`src/design/asd_pkg.sv`:
```
package asd_pkg;

  localparam int AXIS_WIDTH      = 16;
  localparam int TIME_WIDTH      = 32;
  localparam int MAG_WIDTH       = 16;
  localparam int MODE_WIDTH      = 4;
  localparam int COUNT_WIDTH     = 5;
  localparam int CFG_WIDTH       = 16;
  localparam int CFG_INDEX_WIDTH = 2;

  // radix-4 serial square and root
  localparam int SQ_STEPS    = (AXIS_WIDTH + 1) / 2;
  localparam int DIGIT_WIDTH = 2 * SQ_STEPS;
  localparam int SUM_WIDTH   = 2 * DIGIT_WIDTH;
  localparam int ROOT_WIDTH  = DIGIT_WIDTH;
  localparam int ROOT_STEPS  = ROOT_WIDTH;
  localparam int REM_WIDTH   = ROOT_WIDTH + 1;
  localparam int STEP_WIDTH  = $clog2(ROOT_STEPS);

  localparam int MAG_MAX  = (1 << MAG_WIDTH) - 1;
  localparam int MODE_MAX = 1 << MODE_WIDTH;

  localparam logic [CFG_WIDTH-1:0]   THRESHOLD_RESET  = 16'd8192;
  localparam logic [CFG_WIDTH-1:0]   HOLDOFF_RESET    = 16'd1000;
  localparam logic [CFG_WIDTH-1:0]   INTERVAL_RESET   = 16'd50;
  localparam logic [COUNT_WIDTH-1:0] MODE_COUNT_RESET = 5'd9;

  typedef enum logic [CFG_INDEX_WIDTH-1:0] {
    CFG_THRESHOLD  = 2'd0,
    CFG_HOLDOFF    = 2'd1,
    CFG_INTERVAL   = 2'd2,
    CFG_MODE_COUNT = 2'd3
  } cfg_index_t;

  typedef enum logic [1:0] {
    ST_IDLE,
    ST_MAG,
    ST_DECIDE
  } top_state_t;

  typedef enum logic [1:0] {
    MAG_IDLE,
    MAG_SQUARE,
    MAG_ROOT
  } mag_state_t;

  typedef struct packed {
    logic [TIME_WIDTH-1:0]        now_ms;
    logic                         read_ok;
    logic signed [AXIS_WIDTH-1:0] accel_x;
    logic signed [AXIS_WIDTH-1:0] accel_y;
    logic signed [AXIS_WIDTH-1:0] accel_z;
  } asd_in_t;

  typedef struct packed {
    logic                  checked;
    logic                  shake;
    logic [MODE_WIDTH-1:0] mode_index;
    logic [MAG_WIDTH-1:0]  magnitude;
  } asd_out_t;

  function automatic logic [DIGIT_WIDTH-1:0] axis_abs(input logic [AXIS_WIDTH-1:0] raw);
    logic [AXIS_WIDTH-1:0] mag;
    mag = raw[AXIS_WIDTH-1] ? (~raw + 1'b1) : raw;
    return DIGIT_WIDTH'(mag);
  endfunction

  function automatic logic [DIGIT_WIDTH+1:0] digit_mul(input logic [DIGIT_WIDTH-1:0] a,
                                                       input logic [1:0]             d);
    logic [DIGIT_WIDTH+1:0] a1;
    logic [DIGIT_WIDTH+1:0] p;
    a1 = (DIGIT_WIDTH + 2)'(a);
    case (d)
      2'd0:    p = '0;
      2'd1:    p = a1;
      2'd2:    p = a1 << 1;
      2'd3:    p = (a1 << 1) + a1;
      default: p = '0;
    endcase
    return p;
  endfunction

  function automatic logic [MAG_WIDTH-1:0] root_sat(input logic [ROOT_WIDTH-1:0] root);
    logic [63:0] ext;
    ext = 64'(root);
    return (ext > 64'(MAG_MAX)) ? {MAG_WIDTH{1'b1}} : ext[MAG_WIDTH-1:0];
  endfunction

endpackage

```
`src/design/asd_magnitude.sv`:
```
module asd_magnitude (
  input  logic                                  clk,
  input  logic                                  rst,
  input  logic                                  start,
  input  logic signed [asd_pkg::AXIS_WIDTH-1:0] accel_x,
  input  logic signed [asd_pkg::AXIS_WIDTH-1:0] accel_y,
  input  logic signed [asd_pkg::AXIS_WIDTH-1:0] accel_z,
  output logic                                  done,
  output logic [asd_pkg::MAG_WIDTH-1:0]         magnitude
);

  asd_pkg::mag_state_t state, state_next;

  logic [asd_pkg::STEP_WIDTH-1:0]  step;
  logic [asd_pkg::DIGIT_WIDTH-1:0] ax, ay, az;
  logic [asd_pkg::DIGIT_WIDTH-1:0] dx, dy, dz;
  logic [asd_pkg::SUM_WIDTH-1:0]   acc;
  logic [asd_pkg::REM_WIDTH-1:0]   rem;
  logic [asd_pkg::ROOT_WIDTH-1:0]  root;

  logic sq_en, root_en, last_sq, last_root;

  logic [asd_pkg::SUM_WIDTH-1:0]   acc_sq_next;
  logic [asd_pkg::DIGIT_WIDTH+3:0] terms;
  logic [asd_pkg::REM_WIDTH+1:0]   rem_sh, trial, rem_diff;
  logic                            take;
  logic [asd_pkg::REM_WIDTH-1:0]   rem_next;
  logic [asd_pkg::ROOT_WIDTH-1:0]  root_next;

  always_comb begin
    state_next = state;
    case (state)
      asd_pkg::MAG_IDLE:   if (start) state_next = asd_pkg::MAG_SQUARE;
      asd_pkg::MAG_SQUARE: if (last_sq) state_next = asd_pkg::MAG_ROOT;
      asd_pkg::MAG_ROOT:   if (last_root) state_next = asd_pkg::MAG_IDLE;
      default:             state_next = asd_pkg::MAG_IDLE;
    endcase
  end

  always_comb begin
    sq_en     = 1'b0;
    root_en   = 1'b0;
    last_sq   = 1'b0;
    last_root = 1'b0;
    case (state)
      asd_pkg::MAG_SQUARE: begin
        sq_en   = 1'b1;
        last_sq = (step == asd_pkg::STEP_WIDTH'(asd_pkg::SQ_STEPS - 1));
      end
      asd_pkg::MAG_ROOT: begin
        root_en   = 1'b1;
        last_root = (step == asd_pkg::STEP_WIDTH'(asd_pkg::ROOT_STEPS - 1));
      end
      default: begin
      end
    endcase
  end

  // Horner over 2-bit digits of each axis, MSB first
  always_comb begin
    terms = (asd_pkg::DIGIT_WIDTH + 4)'(asd_pkg::digit_mul(ax, dx[asd_pkg::DIGIT_WIDTH-1 -: 2]))
          + (asd_pkg::DIGIT_WIDTH + 4)'(asd_pkg::digit_mul(ay, dy[asd_pkg::DIGIT_WIDTH-1 -: 2]))
          + (asd_pkg::DIGIT_WIDTH + 4)'(asd_pkg::digit_mul(az, dz[asd_pkg::DIGIT_WIDTH-1 -: 2]));
    acc_sq_next = (acc << 2) + asd_pkg::SUM_WIDTH'(terms);
  end

  // restoring root, two radicand bits per step
  always_comb begin
    rem_sh    = {rem, acc[asd_pkg::SUM_WIDTH-1 -: 2]};
    trial     = (asd_pkg::REM_WIDTH + 2)'({root, 2'b01});
    take      = (rem_sh >= trial);
    rem_diff  = rem_sh - trial;
    rem_next  = take ? rem_diff[asd_pkg::REM_WIDTH-1:0] : rem_sh[asd_pkg::REM_WIDTH-1:0];
    root_next = {root[asd_pkg::ROOT_WIDTH-2:0], take};
  end

  always_ff @(posedge clk) begin
    if (rst) begin
      state <= asd_pkg::MAG_IDLE;
      step  <= '0;
      done  <= 1'b0;
    end else begin
      state <= state_next;
      done  <= root_en && last_root;
      if (start || (sq_en && last_sq) || (root_en && last_root)) begin
        step <= '0;
      end else if (sq_en || root_en) begin
        step <= step + 1'b1;
      end
    end
  end

  always_ff @(posedge clk) begin
    if (start) begin
      ax  <= asd_pkg::axis_abs(accel_x);
      ay  <= asd_pkg::axis_abs(accel_y);
      az  <= asd_pkg::axis_abs(accel_z);
      dx  <= asd_pkg::axis_abs(accel_x);
      dy  <= asd_pkg::axis_abs(accel_y);
      dz  <= asd_pkg::axis_abs(accel_z);
      acc <= '0;
    end else if (sq_en) begin
      acc <= acc_sq_next;
      dx  <= dx << 2;
      dy  <= dy << 2;
      dz  <= dz << 2;
      if (last_sq) begin
        rem  <= '0;
        root <= '0;
      end
    end else if (root_en) begin
      acc  <= acc << 2;
      rem  <= rem_next;
      root <= root_next;
      if (last_root) magnitude <= asd_pkg::root_sat(root_next);
    end
  end

endmodule

```
`src/design/accel_shake_detector.sv`:
```
// From request accept to result, a checked good read goes through
//   8 square steps, 16 root steps, handoff and decide; other reads go straight to decide.
// A new request is taken only once the last one is decided, and decide waits while a
//   held result is not taken; the serial square/root unit holds one request at a time.
// Reset (rst, sync, active high): config to defaults, times, previous magnitude
//   and mode to zero, output empty.
module accel_shake_detector (
  input  logic                                 clk,
  input  logic                                 rst,
  input  logic                                 in_valid,
  output logic                                 in_ready,
  input  asd_pkg::asd_in_t                     in_data,
  output logic                                 out_valid,
  input  logic                                 out_ready,
  output asd_pkg::asd_out_t                    out_data,
  input  logic                                 cfg_write,
  input  logic [asd_pkg::CFG_INDEX_WIDTH-1:0]  cfg_index,
  input  logic [asd_pkg::CFG_WIDTH-1:0]        cfg_data
);

  asd_pkg::top_state_t state, state_next;

  logic [asd_pkg::CFG_WIDTH-1:0]   shake_threshold;
  logic [asd_pkg::CFG_WIDTH-1:0]   holdoff_ms;
  logic [asd_pkg::CFG_WIDTH-1:0]   check_interval_ms;
  logic [asd_pkg::COUNT_WIDTH-1:0] mode_count;

  logic [asd_pkg::TIME_WIDTH-1:0] last_check_time;
  logic [asd_pkg::TIME_WIDTH-1:0] last_shake_time;
  logic [asd_pkg::MAG_WIDTH-1:0]  previous_magnitude;
  logic [asd_pkg::MODE_WIDTH-1:0] current_mode;

  logic [asd_pkg::TIME_WIDTH-1:0] now_r;
  logic                           checked_r;
  logic                           good_r;

  logic                          accept, gate_open, mag_start, mag_done, decide;
  logic [asd_pkg::MAG_WIDTH-1:0] mag_root;

  logic [asd_pkg::TIME_WIDTH-1:0]  check_elapsed, shake_elapsed;
  logic [asd_pkg::MAG_WIDTH-1:0]   mag_val, delta;
  logic                            shake;
  logic [asd_pkg::COUNT_WIDTH-1:0] count_eff, mode_inc;
  logic [asd_pkg::MODE_WIDTH-1:0]  mode_next;

  assign accept        = in_valid && in_ready;
  assign check_elapsed = in_data.now_ms - last_check_time;
  assign gate_open     = check_elapsed > asd_pkg::TIME_WIDTH'(check_interval_ms);

  asd_magnitude u_magnitude (
    .clk       (clk),
    .rst       (rst),
    .start     (mag_start),
    .accel_x   (in_data.accel_x),
    .accel_y   (in_data.accel_y),
    .accel_z   (in_data.accel_z),
    .done      (mag_done),
    .magnitude (mag_root)
  );

  always_comb begin
    state_next = state;
    case (state)
      asd_pkg::ST_IDLE:
        if (accept) state_next = mag_start ? asd_pkg::ST_MAG : asd_pkg::ST_DECIDE;
      asd_pkg::ST_MAG:
        if (mag_done) state_next = asd_pkg::ST_DECIDE;
      asd_pkg::ST_DECIDE:
        if (decide) state_next = asd_pkg::ST_IDLE;
      default:
        state_next = asd_pkg::ST_IDLE;
    endcase
  end

  always_comb begin
    in_ready  = 1'b0;
    mag_start = 1'b0;
    decide    = 1'b0;
    case (state)
      asd_pkg::ST_IDLE: begin
        in_ready  = 1'b1;
        mag_start = in_valid && gate_open && in_data.read_ok;
      end
      asd_pkg::ST_DECIDE: decide = !out_valid || out_ready;
      default: begin
      end
    endcase
  end

  always_comb begin
    mag_val       = good_r ? mag_root : '0;
    delta         = (mag_val > previous_magnitude) ? (mag_val - previous_magnitude)
                                                   : (previous_magnitude - mag_val);
    shake_elapsed = now_r - last_shake_time;
    shake         = good_r && (previous_magnitude != '0) && (delta > shake_threshold) &&
                    (shake_elapsed > asd_pkg::TIME_WIDTH'(holdoff_ms));
    if (mode_count == '0) begin
      count_eff = asd_pkg::COUNT_WIDTH'(1);
    end else if (mode_count > asd_pkg::COUNT_WIDTH'(asd_pkg::MODE_MAX)) begin
      count_eff = asd_pkg::COUNT_WIDTH'(asd_pkg::MODE_MAX);
    end else begin
      count_eff = mode_count;
    end
    mode_inc  = asd_pkg::COUNT_WIDTH'(current_mode) + 1'b1;
    mode_next = (mode_inc >= count_eff) ? '0 : mode_inc[asd_pkg::MODE_WIDTH-1:0];
  end

  always_ff @(posedge clk) begin
    if (rst) begin
      state              <= asd_pkg::ST_IDLE;
      out_valid          <= 1'b0;
      shake_threshold    <= asd_pkg::THRESHOLD_RESET;
      holdoff_ms         <= asd_pkg::HOLDOFF_RESET;
      check_interval_ms  <= asd_pkg::INTERVAL_RESET;
      mode_count         <= asd_pkg::MODE_COUNT_RESET;
      last_check_time    <= '0;
      last_shake_time    <= '0;
      previous_magnitude <= '0;
      current_mode       <= '0;
    end else begin
      state <= state_next;
      if (decide) begin
        out_valid <= 1'b1;
      end else if (out_ready) begin
        out_valid <= 1'b0;
      end
      if (cfg_write) begin
        case (cfg_index)
          asd_pkg::CFG_THRESHOLD:  shake_threshold   <= cfg_data;
          asd_pkg::CFG_HOLDOFF:    holdoff_ms        <= cfg_data;
          asd_pkg::CFG_INTERVAL:   check_interval_ms <= cfg_data;
          asd_pkg::CFG_MODE_COUNT: mode_count        <= cfg_data[asd_pkg::COUNT_WIDTH-1:0];
          default: begin
          end
        endcase
      end
      if (decide) begin
        if (checked_r) last_check_time <= now_r;
        if (good_r) previous_magnitude <= mag_val;
        if (shake) begin
          last_shake_time <= now_r;
          current_mode    <= mode_next;
        end
      end
    end
  end

  always_ff @(posedge clk) begin
    if (accept) begin
      now_r     <= in_data.now_ms;
      checked_r <= gate_open;
      good_r    <= gate_open && in_data.read_ok;
    end
    if (decide) begin
      out_data.checked    <= checked_r;
      out_data.shake      <= shake;
      out_data.mode_index <= shake ? mode_next : current_mode;
      out_data.magnitude  <= mag_val;
    end
  end

endmodule

```
`config.mk`:
```
export PLATFORM = sky130hd
export DESIGN_NAME = accel_shake_detector
export DESIGN_NICKNAME = d
export VERILOG_FILES = /design/src/design/asd_pkg.sv /design/src/design/asd_magnitude.sv /design/src/design/accel_shake_detector.sv
export SDC_FILE = /design/constraint.sdc
export NUM_CORES = 1
export LEC_CHECK = 0
export BUFFER_PORTS_ARGS = -buffer_cell sky130_fd_sc_hd__clkbuf_2
export CAP_MARGIN = 25
export CORE_ASPECT_RATIO = 1.25
export CORE_MARGIN = 5
export CORE_UTILIZATION = 50
export DETAILED_ROUTE_END_ITERATION = 10
export PLACE_DENSITY = 0.67
export SLEW_MARGIN = 20
export SYNTH_ARGS = -nofsm -noshare
export SYNTH_HDL_FRONTEND = slang
export SYNTH_HIERARCHICAL = 1
export SYNTH_SLANG_ARGS = --single-unit
```
`constraint.sdc`:
```
create_clock -name clk -period 10.65 [get_ports clk]
set_input_delay 1.5975 -clock clk [delete_from_list [all_inputs] [get_ports clk]]
set_output_delay 1.5975 -clock clk [all_outputs]
set_load 0.1 [all_outputs]
```
==> flow_metrics.env, run 1 <==
export IMPL_outcome="finished clean"
export IMPL_power_density_nw_per_um2=219
export IMPL_grt_ovfl_total=0
export IMPL_max_stage_delay_ps=720
export IMPL_r2r_slack_ps=3460
export IMPL_path_cells="clkbuf_2 -> ha_1 -> nor2b_1 -> o2111ai_1 -> a211oi_1 -> a211oi_1 -> xnor2_1 -> ha_1 -> a21o_1 -> a21o_1 -> a211oi_1 -> a2bb2oi_1 -> o211ai_1 -> a2111oi_0 -> nand4_1 -> o211ai_1 -> inv_4 -> inv_2 -> nand2_2 -> buf_4 -> nor2_1 -> buf_4"
export IMPL_grt_setup_unrepaired="no"
export IMPL_async_flop_share_pct=0
export IMPL_antenna_left=0
export IMPL_portBuffers=127
export IMPL_cp_endpoint="u_magnitude/magnitude[7]"
export IMPL_pin_count=128
export IMPL_drive_above_1_share_pct=9.41
export IMPL_layout_commonest_cell="a21oi_1"
export IMPL_cts_root_buffer="clkbuf_16"
export IMPL_crit_path_end_kind="flop"
export IMPL_worst_ep_arrival_time_ps=8220
export IMPL_grt_max_degree=96
export IMPL_drt_met1_wl_mm=29.2
export IMPL_synth_ff_type="edfxtp_1"
export IMPL_r2r_cells=22
export IMPL_synth_warnings=6
export IMPL_cts_setup_buffers=0
export IMPL_areaGrowthSynthToFinish_pct=9.41
export IMPL_antenna_found_initial=2
export IMPL_tightest_slew_ps=1010
export IMPL_worstSetupStartpointType="primary input"
export IMPL_required_ps=10910
export IMPL_wl_met3_mm=2.48
export IMPL_vias_per_cell=5.78
export IMPL_highest_signal_layer="met4"
export IMPL_die_x_um=220
export IMPL_reg2reg_to="u_magnitude/magnitude[7]"
export IMPL_die_h_um=272
export IMPL_synth_nets=3549
export IMPL_hold_violations=0
export IMPL_finalNetCount=3598
export IMPL_tns_ps=0
export IMPL_crit_start="in_data[50]"
export IMPL_ctsHoldBuffers=0
export IMPL_final_cell_mix="340 x a21oi_1, 337 x nand2_1, 284 x nor2_1"
export IMPL_slowest_stage="a211oi_1"
export IMPL_fmax_mhz=126
export IMPL_fp_row_count=96
export IMPL_route_vias_total=22969
export IMPL_crit_type="in2reg"
export IMPL_fillers=4979
export IMPL_p_comb_share_pct=47.5
export IMPL_synth_area_sq_um=27500
export IMPL_swShare_pct=39.9
export IMPL_clock_skew_ps=14.0
export IMPL_dieArea_sq_um=59800
export IMPL_hp_class="reg2reg"
export IMPL_ys_seq_area_share_pct=35.0
export IMPL_core_area_sq_um=54700
export IMPL_synthCells=3159
export IMPL_synth_area_per_cell_sq_um=8.71
export IMPL_drt_iter0_markers=1535
export IMPL_cts_sink_count=380
export IMPL_wl_per_cell_um=18.0
export IMPL_ys_seq_elements=380
export IMPL_rr_startpoint="last_check_time[1]"
export IMPL_period_needed_ps=7960
export IMPL_synth_edff_count=201
export IMPL_power_mw=6.58
export IMPL_cp_max_fo=53
export IMPL_setup_violations=0
export IMPL_first_pass_iters=5
export IMPL_intPower_mw=3.96
export IMPL_clk_latency_ps=570
export IMPL_cap_violations=0
export IMPL_ir_worst_vdd_v=0.000185
export IMPL_slew_viol_final=0
export IMPL_drc=0
export IMPL_wl_mm=71.8
export IMPL_clk_pin_slew_ps=60
export IMPL_dpl_hpwl_mm=55.3
export IMPL_grt_pass1_wl_mm=114
export IMPL_seq_power_share_pct=29.1
export IMPL_max_slew_margin_pct=32.7
export IMPL_period_share_pct=74.7
export IMPL_grt_pass1_vias=22397
export IMPL_cts_buffer_depth=3
export IMPL_gp_congestion=0.918
export IMPL_start_util_pct=50.3
export IMPL_ys_types=98
export IMPL_whs_ps=454
export IMPL_htree_levels=2
export IMPL_worst_path_most_repeated_cell="a211oi_1"
export IMPL_track_usage_pct=23.3
export IMPL_cts_made_buffers=42
export IMPL_clockPowerShare_pct=23.4
export IMPL_wl_met2_mm=37.2
export IMPL_leakage_nw=12.0
export IMPL_cts_resized=0
export IMPL_cts_tree="built"
export IMPL_p_switching_mw=2.62
-- layout make-up --
| cell class | instances | area, sq um | area share [%] |
|---|---|---|---|
| timing repair buffer | 144 | 786 | 2.61 |
| antenna | 2 | 5.00 | 0.0166 |
| multi-input combinational | 2375 | 16300 | 54.2 |
| tap | 735 | 920 | 3.06 |
| sequential | 380 | 9620 | 32.0 |
| inverter | 265 | 997 | 3.31 |
| clock buffer | 54 | 1200 | 3.99 |
| clock inverter | 22 | 267 | 0.886 |
-- synthesized netlist by cell type (21+ instances only) --
master,instances,share of area [%]
o21ai_0,127,2.3
nor2b_1,34,0.77
xnor2_1,105,3.3
a21o_1,75,2.0
nand3_1,75,1.4
o21ai_1,21,0.38
inv_1,264,3.6
o21a_1,39,1.1
nand4_1,43,0.98
a21oi_1,340,6.2
ha_1,244,11
nor2_1,285,3.9
nor3_1,37,0.67
mux2i_1,41,1.5
xor2_1,58,1.8
mux2_2,39,1.6
clkbuf_1,103,1.4
o211ai_1,26,0.71
edfxtp_1,201,22
o21bai_1,26,0.71
nand2b_1,21,0.48
a22o_1,25,0.80
fa_1,42,3.1
a31oi_1,29,0.66
nand2_1,338,4.6
a211oi_1,43,1.2
dfxtp_1,179,13
-- registers in the layout, summed over array words and instances (netlist names), 4 cells and up --
register / count
u_magnitude/rem: 17
current_mode: 4
u_magnitude/root: 16
u_magnitude/dy: 16
check_interval_ms: 16
shake_threshold: 16
u_magnitude/step: 4
last_check_time: 32
u_magnitude/acc: 32
u_magnitude/ay: 16
u_magnitude/magnitude: 16
out_data: 22
u_magnitude/ax: 16
previous_magnitude: 16
mode_count: 5
u_magnitude/az: 16
u_magnitude/dz: 16
u_magnitude/dx: 16
now_r: 32
holdoff_ms: 16
last_shake_time: 32
-- power groups by stage --
stage | combinational (mW) | clock [mW] | sequential (mW)
floorplan | 2.45 | 0 | 1.91
global route | 3.49 | 1.64 | 1.94
global placement | 3.02 | 0 | 1.94
CTS | 3.11 | 1.58 | 1.92
finish | 3.12 | 1.54 | 1.92
detailed placement | 3.09 | 0 | 1.95
-- stage by stage --
stage	instances	setup slack (ps)	util [%]	instance area, sq um
6_report	3977	2690	55.1	30100
5_1_grt	3977	2120	55.1	30100
4_1_cts	3974	2770	55.0	30100
3_5_place_dp	3898	2170	52.3	28600
3_3_place_gp	3898	2310	52.3	28600
2_1_floorplan	3159	2130	-	27500
-- worst max-delay path: cells and delay by family --
| kind | cells | cell delay, ps |
|---|---|---|
| adders and majority gates | 2 | 610 |
| xor gates and xnor gates | 1 | 160 |
| and+or+nand+nor | 4 | 550 |
| AOI/OAI and AO/OA | 10 | 3440 |
| buffers and inverters | 5 | 1780 |
-- worst min-delay path by stage --
stage                                      to  slack [ps]  depth (start not counted)           startpoint
finish               u_magnitude/magnitude[2]         450                          0  u_magnitude/root[1]
global route         u_magnitude/magnitude[2]         460                          0  u_magnitude/root[1]
CTS                  u_magnitude/magnitude[2]         450                          0  u_magnitude/root[1]
detailed placement   u_magnitude/magnitude[2]         440                          0  u_magnitude/root[1]
global placement     u_magnitude/magnitude[6]         430                          0  u_magnitude/root[5]
floorplan           u_magnitude/magnitude[10]         430                          0  u_magnitude/root[9]
-- cell families after synthesis --
kind of cell	Yosys count	synth area share (%)
fa+ha+maj	286	14.2
flops	380	35.0
xor+xnor	163	5.19
mux	85	3.35
buf+inv	404	5.83
compound gates	889	20.7
simple gates	952	15.8
-- routing by layer --
layer | GRT usage [%] | vias up
li1 | - | 11364
met1 | 27.1 | 10977
met2 | 43.2 | 495
met3 | 2.62 | 133
met4 | 9.08 | 0
met5 | 0 | -
No activity file was read; power rests on OpenSTA's default activity.
==> run 2: changes to the inputs <==
- clock period: 10.65 -> 8.3 ns (I/O delays scaled with it)
==> run 2 against run 1 <==
Against the previous run:
- clock power rose by 27%
- largest cell class unchanged
- critical endpoint is now u_magnitude/magnitude[12]
- clock skew rose by 1.7 ps
- first-iteration DRC count fell by 21%
- routed wire length fell by 0.77%
- combinational power rose by 28%
==> flow_metrics.env, run 2 (synthesized netlist as in run 1, its figures left out) <==
export IMPL_outcome="finished clean"
export IMPL_clk_pin_slew_ps=60
export IMPL_worst_ep_arrival_time_ps=6930
export IMPL_cts_sink_count=380
export IMPL_gp_congestion=0.903
export IMPL_htree_levels=2
export IMPL_fillers=5013
export IMPL_swShare_pct=40.1
export IMPL_tightest_slew_ps=1040
export IMPL_clock_skew_ps=15.8
export IMPL_vias_per_cell=5.72
export IMPL_cts_root_buffer="clkbuf_16"
export IMPL_fp_row_count=96
export IMPL_p_switching_mw=3.38
export IMPL_cp_max_fo=49
export IMPL_route_vias_total=22788
export IMPL_intPower_mw=5.04
export IMPL_crit_start="in_data[49]"
export IMPL_antenna_left=0
export IMPL_finalNetCount=3602
export IMPL_crit_type="in2reg"
export IMPL_areaGrowthSynthToFinish_pct=9.42
export IMPL_slew_viol_final=0
export IMPL_worstSetupStartpointType="primary input"
export IMPL_fmax_mhz=150
export IMPL_cts_tree="built"
export IMPL_antenna_found_initial=0
export IMPL_final_cell_mix="340 x a21oi_1, 337 x nand2_1, 284 x nor2_1"
export IMPL_die_h_um=272
export IMPL_ctsHoldBuffers=0
export IMPL_ir_worst_vdd_v=0.000254
export IMPL_cts_buffer_depth=3
export IMPL_placement_cell_area_sq_um=28600
export IMPL_pin_count=128
export IMPL_power_density_nw_per_um2=280
export IMPL_hold_violations=0
export IMPL_required_ps=8570
export IMPL_setup_violations=0
export IMPL_crit_path_end_kind="flop"
export IMPL_max_slew_margin_pct=30.2
export IMPL_leakage_nw=12.0
export IMPL_cap_violations=0
export IMPL_cts_setup_buffers=0
export IMPL_cts_resized=0
export IMPL_postLayoutCellArea_sq_um=30100
export IMPL_die_x_um=220
export IMPL_hp_class="reg2reg"
export IMPL_multi_input_area_sq_um=16300
export IMPL_hold_start="u_magnitude/root[3]"
export IMPL_track_usage_pct=22.9
export IMPL_dieArea_sq_um=59800
export IMPL_regArea_sq_um=9620
export IMPL_start_util_pct=50.3
export IMPL_grt_pass1_vias=22381
export IMPL_drt_iter0_markers=1213
export IMPL_p_comb_share_pct=47.5
export IMPL_layout_setup_ws_ps=1640
export IMPL_pre_cts_ws_ps=1090
export IMPL_portBuffers=127
export IMPL_seq_power_share_pct=29.2
export IMPL_rr_startpoint="good_r"
export IMPL_wl_per_cell_um=17.9
export IMPL_insertedDiodeCount=0
export IMPL_layout_commonest_cell="a21oi_1"
export IMPL_grt_pass1_wl_mm=113
export IMPL_period_needed_ps=6660
export IMPL_final_util_pct=55.1
export IMPL_tns_ps=0
export IMPL_grt_ovfl_total=0
export IMPL_dpl_hpwl_mm=55.0
export IMPL_cts_made_buffers=43
export IMPL_grt_setup_unrepaired="no"
export IMPL_core_area_sq_um=54700
export IMPL_clockPowerShare_pct=23.3
export IMPL_drc=0
export IMPL_first_pass_iters=5
export IMPL_drive_above_1_share_pct=9.61
export IMPL_wl_mm=71.2
export IMPL_grt_max_degree=83
export IMPL_whs_ps=450
export IMPL_clk_latency_ps=580
export IMPL_period_share_pct=80.2
==> run 2: worst paths after layout <==
kind / slack [ps] / endpoint / depth (start not counted)
min: 450 / u_magnitude/magnitude[4] / 0
max reg2reg: 1720 / last_shake_time[11] / 24
max: 1640 / u_magnitude/magnitude[12] / 25
min reg2reg: 450 / u_magnitude/magnitude[4] / 0
==> run 2: critical path, stage by stage <==
cell	delay, ps
clkbuf_2	120
inv_1	50
ha_1	220
fa_1	410
nor2b_1	190
o211ai_1	200
a21oi_1	270
nor2_1	70
o21ai_0	220
xnor2_1	100
ha_1	300
nand4_1	150
nor4_1	380
nor2_1	70
a2bb2oi_1	270
o211ai_1	150
a2111oi_0	540
nand4_1	180
o211ai_1	610
inv_4	170
inv_2	110
nand2_2	50
buf_4	340
nor2_1	240
buf_4	260
==> run 2: area by class of cell <==
type,count,area share (%)
well taps,735,3.06
multi-input cells,2375,54.2
clock buffers,54,3.93
repair buffers,147,2.66
flip-flops and latches,380,32.0
clock inverters,26,0.923
inverters,265,3.31
==> run 2: power groups by stage <==
stage          registers, mW  clock network [mW]  logic, mW
6_report                2.46                1.96       4.00
2_1_floorplan           2.45                   0       3.15
4_1_cts                 2.46                2.01       4.00
5_1_grt                 2.49                2.08       4.45
3_5_place_dp            2.50                   0       3.97
3_3_place_gp            2.49                   0       3.88
==> run 2: layer usage <==
metal	global-route usage, %	up-vias	part of all wire, %
met2	42.9	487	52
met3	2.46	133	3.1
met4	9.69	0	4.6
met5	0	-	0
li1	-	11366	-
met1	26.1	10802	40
==> run 2: through the flow <==
step	std cells	power [mW]
6_report	3982	8.42
5_1_grt	3982	9.02
4_1_cts	3981	8.47
3_5_place_dp	3901	6.47
3_3_place_gp	3901	6.37
2_1_floorplan	3159	5.60
==> run 3: changes to the inputs <==
- clock period: 8.3 -> 6.8 ns (I/O delays scaled with it)
==> run 3 against run 2 <==
Against the previous run:
- sequential power rose by 22%
- routed wire length fell by 0.39%
- clock power grew 31%
- power grew 24%
- first-iteration DRC count increased by 10%
- clock skew rose by 22 ps
- non-clock buffer count increased by 4
- setup slack lost 1100 ps
- register-to-register slack worse by 1200 ps
- sequential cell count did not move
- design area is 0.71% higher
- largest cell class unchanged
- highest routed layer is now met5
==> flow_metrics.env, run 3 (synthesized netlist as in run 1, its figures left out) <==
export IMPL_dieArea_sq_um=59800
export IMPL_clock_skew_ps=38.3
export IMPL_hold_violations=0
export IMPL_track_usage_pct=23.2
export IMPL_wl_per_cell_um=17.8
export IMPL_gp_congestion=0.926
export IMPL_dpl_cell_count=3903
export IMPL_drive_above_1_share_pct=9.70
export IMPL_grt_pass1_vias=22923
export IMPL_clk_pin_slew_ps=60
export IMPL_cts_buffer_depth=3
export IMPL_die_h_um=272
export IMPL_ir_worst_vdd_v=0.000284
export IMPL_seq_power_share_pct=28.8
export IMPL_outcome="finished clean"
export IMPL_cts_root_buffer="clkbuf_16"
export IMPL_max_slew_margin_pct=35.8
export IMPL_grt_max_degree=100
export IMPL_cts_resized=0
export IMPL_antenna_left=0
export IMPL_tightest_slew_ps=960
export IMPL_required_ps=7280
export IMPL_cts_setup_buffers=0
export IMPL_start_util_pct=50.3
export IMPL_portBuffers=127
export IMPL_crit_type="reg2reg"
export IMPL_p_switching_mw=4.14
export IMPL_htree_levels=2
export IMPL_power_density_nw_per_um2=345
export IMPL_intPower_mw=6.31
export IMPL_cap_violations=0
export IMPL_cp_max_fo=36
export IMPL_grt_pass1_wl_mm=115
export IMPL_cts_tree="built"
export IMPL_fp_row_count=96
export IMPL_drc=0
export IMPL_hp_class="reg2reg"
export IMPL_setup_violations=0
export IMPL_crit_path_end_kind="flop"
export IMPL_clk_latency_ps=600
export IMPL_cts_sink_count=380
export IMPL_core_area_sq_um=54700
export IMPL_vias_per_cell=5.80
export IMPL_drt_iter0_markers=1336
export IMPL_slew_viol_final=0
export IMPL_final_cells=3984
export IMPL_first_pass_iters=7
export IMPL_swShare_pct=39.6
export IMPL_clockPowerShare_pct=24.4
export IMPL_period_share_pct=92.1
export IMPL_power_mw=10.5
export IMPL_p_comb_share_pct=46.8
export IMPL_finalNetCount=3605
export IMPL_die_x_um=220
export IMPL_fmax_mhz=160
export IMPL_route_vias_total=23112
export IMPL_worstSetupStartpointType="flop"
export IMPL_dpl_hpwl_mm=55.1
export IMPL_leakage_nw=12.1
export IMPL_final_cell_mix="340 x a21oi_1, 337 x nand2_1, 283 x nor2_1"
export IMPL_worst_ep_arrival_time_ps=6750
export IMPL_fillers=4954
export IMPL_insertedDiodeCount=0
export IMPL_tns_ps=0
export IMPL_pin_count=128
export IMPL_cts_made_buffers=42
export IMPL_period_needed_ps=6260
export IMPL_grt_ovfl_total=0
export IMPL_wl_mm=70.9
export IMPL_areaGrowthSynthToFinish_pct=10.2
export IMPL_antenna_found_initial=1
export IMPL_ctsHoldBuffers=0
export IMPL_grt_setup_unrepaired="no"
export IMPL_layout_commonest_cell="a21oi_1"
[run 3: power by group through the flow]
stage | clock network [mW] | logic (mW) | registers [mW]
after floorplan | 0 | 3.85 | 2.98
after global placement | 0 | 4.75 | 3.05
after detailed placement | 0 | 4.85 | 3.05
after CTS | 2.61 | 4.89 | 3.01
after global routing | 2.71 | 5.46 | 3.04
final | 2.56 | 4.89 | 3.01
[run 3: path summary, 6_finish.rpt]
path	startpoint	endpoint	slack, ps	cells after the start
hold / removal	u_magnitude/root[11]	u_magnitude/magnitude[12]	430	0
setup reg to reg	good_r	last_shake_time[24]	540	24
setup / recovery	good_r	last_shake_time[24]	540	24
hold reg to reg	u_magnitude/root[11]	u_magnitude/magnitude[12]	430	0
[run 3: final cells by class]
| cell class | count | area [sq um] | share of cell area [%] |
|---|---|---|---|
| clock buffer | 50 | 1160 | 3.84 |
| clock inverter | 28 | 400 | 1.32 |
| inverter | 265 | 998 | 3.29 |
| multi-input combinational | 2375 | 16300 | 53.9 |
| sequential | 380 | 9620 | 31.7 |
| tap | 735 | 920 | 3.03 |
| timing repair buffer | 151 | 871 | 2.87 |
[run 3: critical path, cell delays in order, from the launching register on]
cell	delay, ps
edfxtp_1	670
nand2_1	210
ha_1	170
inv_1	60
fa_1	380
a21o_1	170
a21o_1	180
a21oi_1	140
nor2b_1	90
o211ai_1	220
a31oi_2	120
buf_4	200
a2111oi_0	370
a21o_1	220
nor4_1	60
or4_1	540
ha_1	310
nand4_1	120
o21ai_0	280
o211ai_1	150
a31oi_2	430
o41a_1	300
buf_4	420
nand3_1	140
a21oi_1	150
[run 3: stage by stage]
step	cell area [sq um]	util [%]	setup slack, ps	hold slack, ps
final	30300	55.5	539	434
after floorplan	27500	-	140	426
after CTS	30300	55.4	301	437
after global placement	28700	52.5	459	437
after global routing	30300	55.5	88.8	454
after detailed placement	28700	52.5	361	439
[run 3: per-layer routing]
| layer | global-route usage, % | part of all wire [%] |
|---|---|---|
| met5 | 0 | 0.011 |
| met2 | 41.9 | 51 |
| met4 | 9.87 | 4.5 |
| met1 | 27.8 | 41 |
| met3 | 2.71 | 4.1 |
